==> config.mk <==
export PLATFORM = sky130hd
export DESIGN_NAME = prcw_scale
export DESIGN_NICKNAME = d
export VERILOG_FILES = /design/src/rtl/core/prcw_pkg.sv /design/src/rtl/core/prcw_scale.sv
export SDC_FILE = /design/constraint.sdc
export NUM_CORES = 1
export LEC_CHECK = 0
export BUFFER_PORTS_ARGS = -buffer_cell sky130_fd_sc_hd__buf_2
export CAP_MARGIN = 15
export CORE_MARGIN = 3
export CORE_UTILIZATION = 55
export DETAILED_ROUTE_END_ITERATION = 8
export PLACE_DENSITY_LB_ADDON = 0.12
export REMOVE_ABC_BUFFERS = 1
export SETUP_SLACK_MARGIN = 0.4
export SLEW_MARGIN = 40
export SYNTH_ARGS = -nofsm -noshare
export SYNTH_HDL_FRONTEND = slang
export SYNTH_SLANG_ARGS = --single-unit
==> constraint.sdc <==
create_clock -name clk_i -period 0.8 [get_ports clk_i]
set_clock_uncertainty 0.05 [all_clocks]
set_input_delay 0.12 -clock clk_i [delete_from_list [all_inputs] [get_ports clk_i]]
set_output_delay 0.12 -clock clk_i [all_outputs]
set_load 0.1 [all_outputs]
==> src/rtl/core/prcw_pkg.sv <==
`default_nettype none
package prcw_pkg;

  // Divider geometry: numerator up to 42 bits, divisor up to 11 bits
  localparam int unsigned NumW     = 42;
  localparam int unsigned DenW     = 11;
  localparam int unsigned DivSteps = NumW;

  // Field layout of the control word
  localparam int unsigned MfnLsb = 0;
  localparam int unsigned MfiLsb = 10;
  localparam int unsigned MfdLsb = 16;
  localparam int unsigned PdLsb  = 26;

  localparam logic [3:0] MfiFloor = 4'd5;

  // Chip variant codes
  localparam logic [1:0] VarUnsigned = 2'd0;
  localparam logic [1:0] VarSignMag  = 2'd1;
  localparam logic [1:0] VarTwosComp = 2'd2;

  // Configuration register indexes
  localparam logic [1:0] CfgRefRate = 2'd0;
  localparam logic [1:0] CfgVariant = 2'd1;

  // Decode stage, both dividers, scale stage and the output register
  localparam int unsigned Latency = 1 + DivSteps + 1 + DivSteps + 1;

  // Sideband that rides along with an item through the pipeline
  typedef struct packed {
    logic [3:0]  mfi;
    logic [9:0]  mag;
    logic        neg;
    logic [9:0]  mfd;
    logic [35:0] whole;
  } side_t;

endpackage
`default_nettype wire

==> src/rtl/core/prcw_scale.sv <==
`default_nettype none
module prcw_scale (
  input  wire logic                      clk_i,
  input  wire logic                      rst_ni,
  input  wire logic                      valid_i,
  input  wire logic [31:0]               base_i,
  input  wire prcw_pkg::side_t           side_i,
  output logic                           valid_o,
  output logic [prcw_pkg::NumW-1:0]      frac_num_o,
  output prcw_pkg::side_t                side_o
);

  logic                         valid_q;
  logic [prcw_pkg::NumW-1:0]    frac_q;
  prcw_pkg::side_t              side_d;
  prcw_pkg::side_t              side_q;

  always_ff @(posedge clk_i or negedge rst_ni) begin
    if (!rst_ni) begin
      valid_q <= 1'b0;
    end else begin
      valid_q <= valid_i;
    end
  end

  // Attach base*mfi to the sideband
  always_comb begin
    side_d       = side_i;
    side_d.whole = {4'd0, base_i} * {32'd0, side_i.mfi};
  end

  // Form base*mag and base*mfi side by side
  always_ff @(posedge clk_i) begin
    frac_q <= {10'd0, base_i} * {32'd0, side_i.mag};
    side_q <= side_d;
  end

  assign valid_o    = valid_q;
  assign frac_num_o = frac_q;
  assign side_o     = side_q;

endmodule
`default_nettype wire

==> impl_metrics.csv <==
group,metric,value,unit
detailed_routing,vias,14897,
sta,finalCriticalPeriod,5.04,ns
critical_path,cp_max_fo,7,
sta,max_freq,199,MHz
job,cap_viol_max_count,0,
sta,setup_ws,-4.24,ns
yosys,synthCells,1754,
yosys,avgSynthCellArea,9.04,µm²
cts,numClockSinks,104,
die,die_x,176,µm
final_layout,areaGrowthSynthToFinish,54.9,%
critical_path,critical_path_class,"in2reg",
detailed_routing,vias_per_cell,5.62,
hold_path,holdPathStages,1,
hold_path,whs_endpoint,"side_o[44]",
cts,cts_htree_levels,3,
grt,grt_pass1_vias,16137,
sta,rsz0062_at_grt,"yes",
yosys,synth-edff-count,0,
die,initial_core_util,56.4,%
yosys,synthDistinctLibCells,59,
sta,worstMarginPinSlew,0.368,ns
place,routabilityCongestion,0.934,
detailed_routing,wire_per_inst,20.4,µm
yosys,synthTopCellsByArea,"fa_1 (38%), dfxtp_1 (13%), ha_1 (9.2%)",
grt,grt_pass1_wl,77.0,mm
detailed_routing,drtIter0Drc,1082,
yosys,yosys_warnings,0,
final_layout,drive_gt1_share,43.8,%
grt,grt_start_max_net_pins,24,
critical_path,worstPathRequired,1.00,ns
place,dp_hpwl,33.9,mm
sta,holdWs,-0.217,ns
yosys,synth.largest_area_cell,"fa_1",
die,rows,61,
sta,final_hold_viol_count,19,
grt,gr-total-overflow,0,
critical_path,critPathArrivalTime,5.23,ns
hold_path,hold_path.class,"in2reg",
final_layout,layout.nets,2778,
grt,top_usage_layer,"met2",
cts,cts_buffer_depth,2,
yosys,ys.flop_type,"dfxtp_1",
place,io_buffers,163,
sta,relSlewSlack,75.2,%
final_layout,fill_cells,1298,
hold_path,hp-start,"side_i[44]",
grt,grtUsageTotal,30.9,%
sta,period_share,629,%
sta,setup_viol_count_final,178,
yosys,synth.top_cell.area_share,37.6,%
grt,grtUsageMet3,4.76,%
cts,holdBufCountCts,1,
yosys,netlist_area,15900,µm²
detailed_routing,drc,0,
detailed_routing,ant_nets,0,
die,io_pins,200,
cts,numCtsBuffers,9,
critical_path,startpoint_type,"primary input",
final_layout,antennaDiodeCount,0,
final_layout,fin_util,87.4,%
yosys,synth.ff_latch_count,104,
grt,antenna_found_initial,0,
sta,maxSlewViolCount,0,
grt,gr-usage-met1,34.2,%
cts,cts.reportedPaths.clkPinSlew,0.10,ns
detailed_routing,drtPass1Iterations,7,
grt,grtUsageMet2,58.2,%
die,core_area,28100,µm²
detailed_routing,finalWirelength,54.1,mm
cts,cts.root.buffer_cell,"clkbuf_16",
die,die_area,30900,µm²
outcome,failed_checks,"negative hold slack, negative setup slack",
die,die_y,176,µm
critical_path,cp-end-kind,"flop",
yosys,async_flop_share,0.962,%
yosys,ys_seq_area_share,13.2,%
outcome,status,"complete, but fails checks",
cts,cts_tree,"built",
sta,setup-tns-final,-245.44,ns
synth_stat cells (4+ instances only):
cell type / number
o21a_1: 8
nand3_1: 13
xnor2_1: 43
fa_1: 298
nand4_1: 14
a31oi_1: 8
nor2b_1: 6
o21ai_0: 33
nand2_1: 265
ha_1: 117
and2_1: 216
xor2_1: 26
clkbuf_1: 91
dfxtp_1: 103
a211oi_1: 8
a21o_1: 50
nor3_1: 9
nand2b_1: 4
o21bai_1: 11
inv_1: 283
a21oi_1: 58
o31ai_1: 4
nor2_1: 37
worst max-delay path by stage:
stage	startpoint	end	slack, ns	cells after the start
CTS	base_i[16]	frac_num_o[38]	-4.03	19
finish	side_i[48]	frac_num_o[32]	-4.24	22
global placement	side_i[52]	frac_num_o[38]	-4.73	20
detailed placement	side_i[52]	frac_num_o[38]	-4.78	20
floorplan	base_i[7]	frac_num_o[41]	-4.23	19
global route	side_i[48]	frac_num_o[41]	-4.33	20
per-stage QoR:
stage / setup WS (ns) / cell area, µm² / cells
3_5_place_dp: -4.78 / 21000 / 2543
4_1_cts: -4.03 / 23300 / 2617
5_1_grt: -4.33 / 24500 / 2650
3_3_place_gp: -4.73 / 21000 / 2543
6_report: -4.24 / 24500 / 2650
2_1_floorplan: -4.23 / 15500 / 1663
cells by family (layout without fill, tap and decap cells):
group,Yosys count,count (layout),share of synthesized area [%]
and+or+nand+nor,577,577,18.0
adders and majority gates,415,415,46.9
AOI/OAI and AO/OA,215,215,9.29
DFF,104,104,13.2
xor gates and xnor gates,69,69,3.81
buffers and inverters,374,892,8.86
state kept, by name (all words and copies together), names as in the netlist:
register,count
frac_num_o,42
side_o,61
valid_o,1
cells in the final DEF, fill, tap and decap left out, types with 7 or more instances in the layout:
master / count
a21o_1: 50
a21oi_1: 29
a21oi_2: 23
a21oi_4: 7
and2_1: 193
and2_4: 24
buf_12: 124
buf_2: 23
buf_4: 327
buf_6: 98
buf_8: 13
clkbuf_16: 9
dfxtp_2: 101
fa_1: 276
fa_2: 22
ha_1: 75
ha_4: 40
inv_1: 255
inv_2: 28
nand2_1: 228
nand2_2: 21
nand2_4: 15
nand3_1: 7
nand4_1: 14
nor2_1: 25
nor2_2: 9
o21a_1: 8
o21ai_1: 9
o21ai_2: 20
o21bai_1: 10
xnor2_1: 27
xnor2_2: 16
xor2_1: 24
critical path, cell delays in order:
cell and delay, ns:
buf_12 0.11, buf_12 0.12, nand2_2 0.06, fa_1 0.54, inv_1 0.06, fa_1 0.49
fa_1 0.51, fa_1 0.64, inv_1 0.10, fa_1 0.53, inv_2 0.08, ha_4 0.25
a21oi_1 0.22, and2_4 0.23, nor3_4 0.05, a211oi_2 0.27, buf_4 0.18, buf_4 0.12
nand2_4 0.06, a31oi_4 0.22, o21ai_2 0.09, xor2_1 0.17
routing by layer:
metal / wire (µm) / part of all wire (%)
met5: 0 / 0
met4: 3380 / 6.3
met1: 18600 / 34
met3: 3670 / 6.8
met2: 28500 / 53
timing repair:
action | in CTS | in global routing
setup buffers | 51 | 33
pin swaps | 183 | 119
endpoints found under the hold margin | 20 | 21
gates resized for setup | 387 | 268
endpoints found under the setup margin | 183 | 182
gates cloned | 6 | 0
final cells by class:
type,count,area (µm²),share of cell area (%)
multi-input cells,1276,13900,56.7
clock buffers,9,225,0.918
inverters,283,1060,4.33
repair buffers,593,6560,26.7
clock inverters,7,97.6,0.398
well taps,378,473,1.93
flip-flops and latches,104,2220,9.03
Power is not shown: default switching activity piles up to over one toggle a cycle in this logic, so the estimate is an artifact.
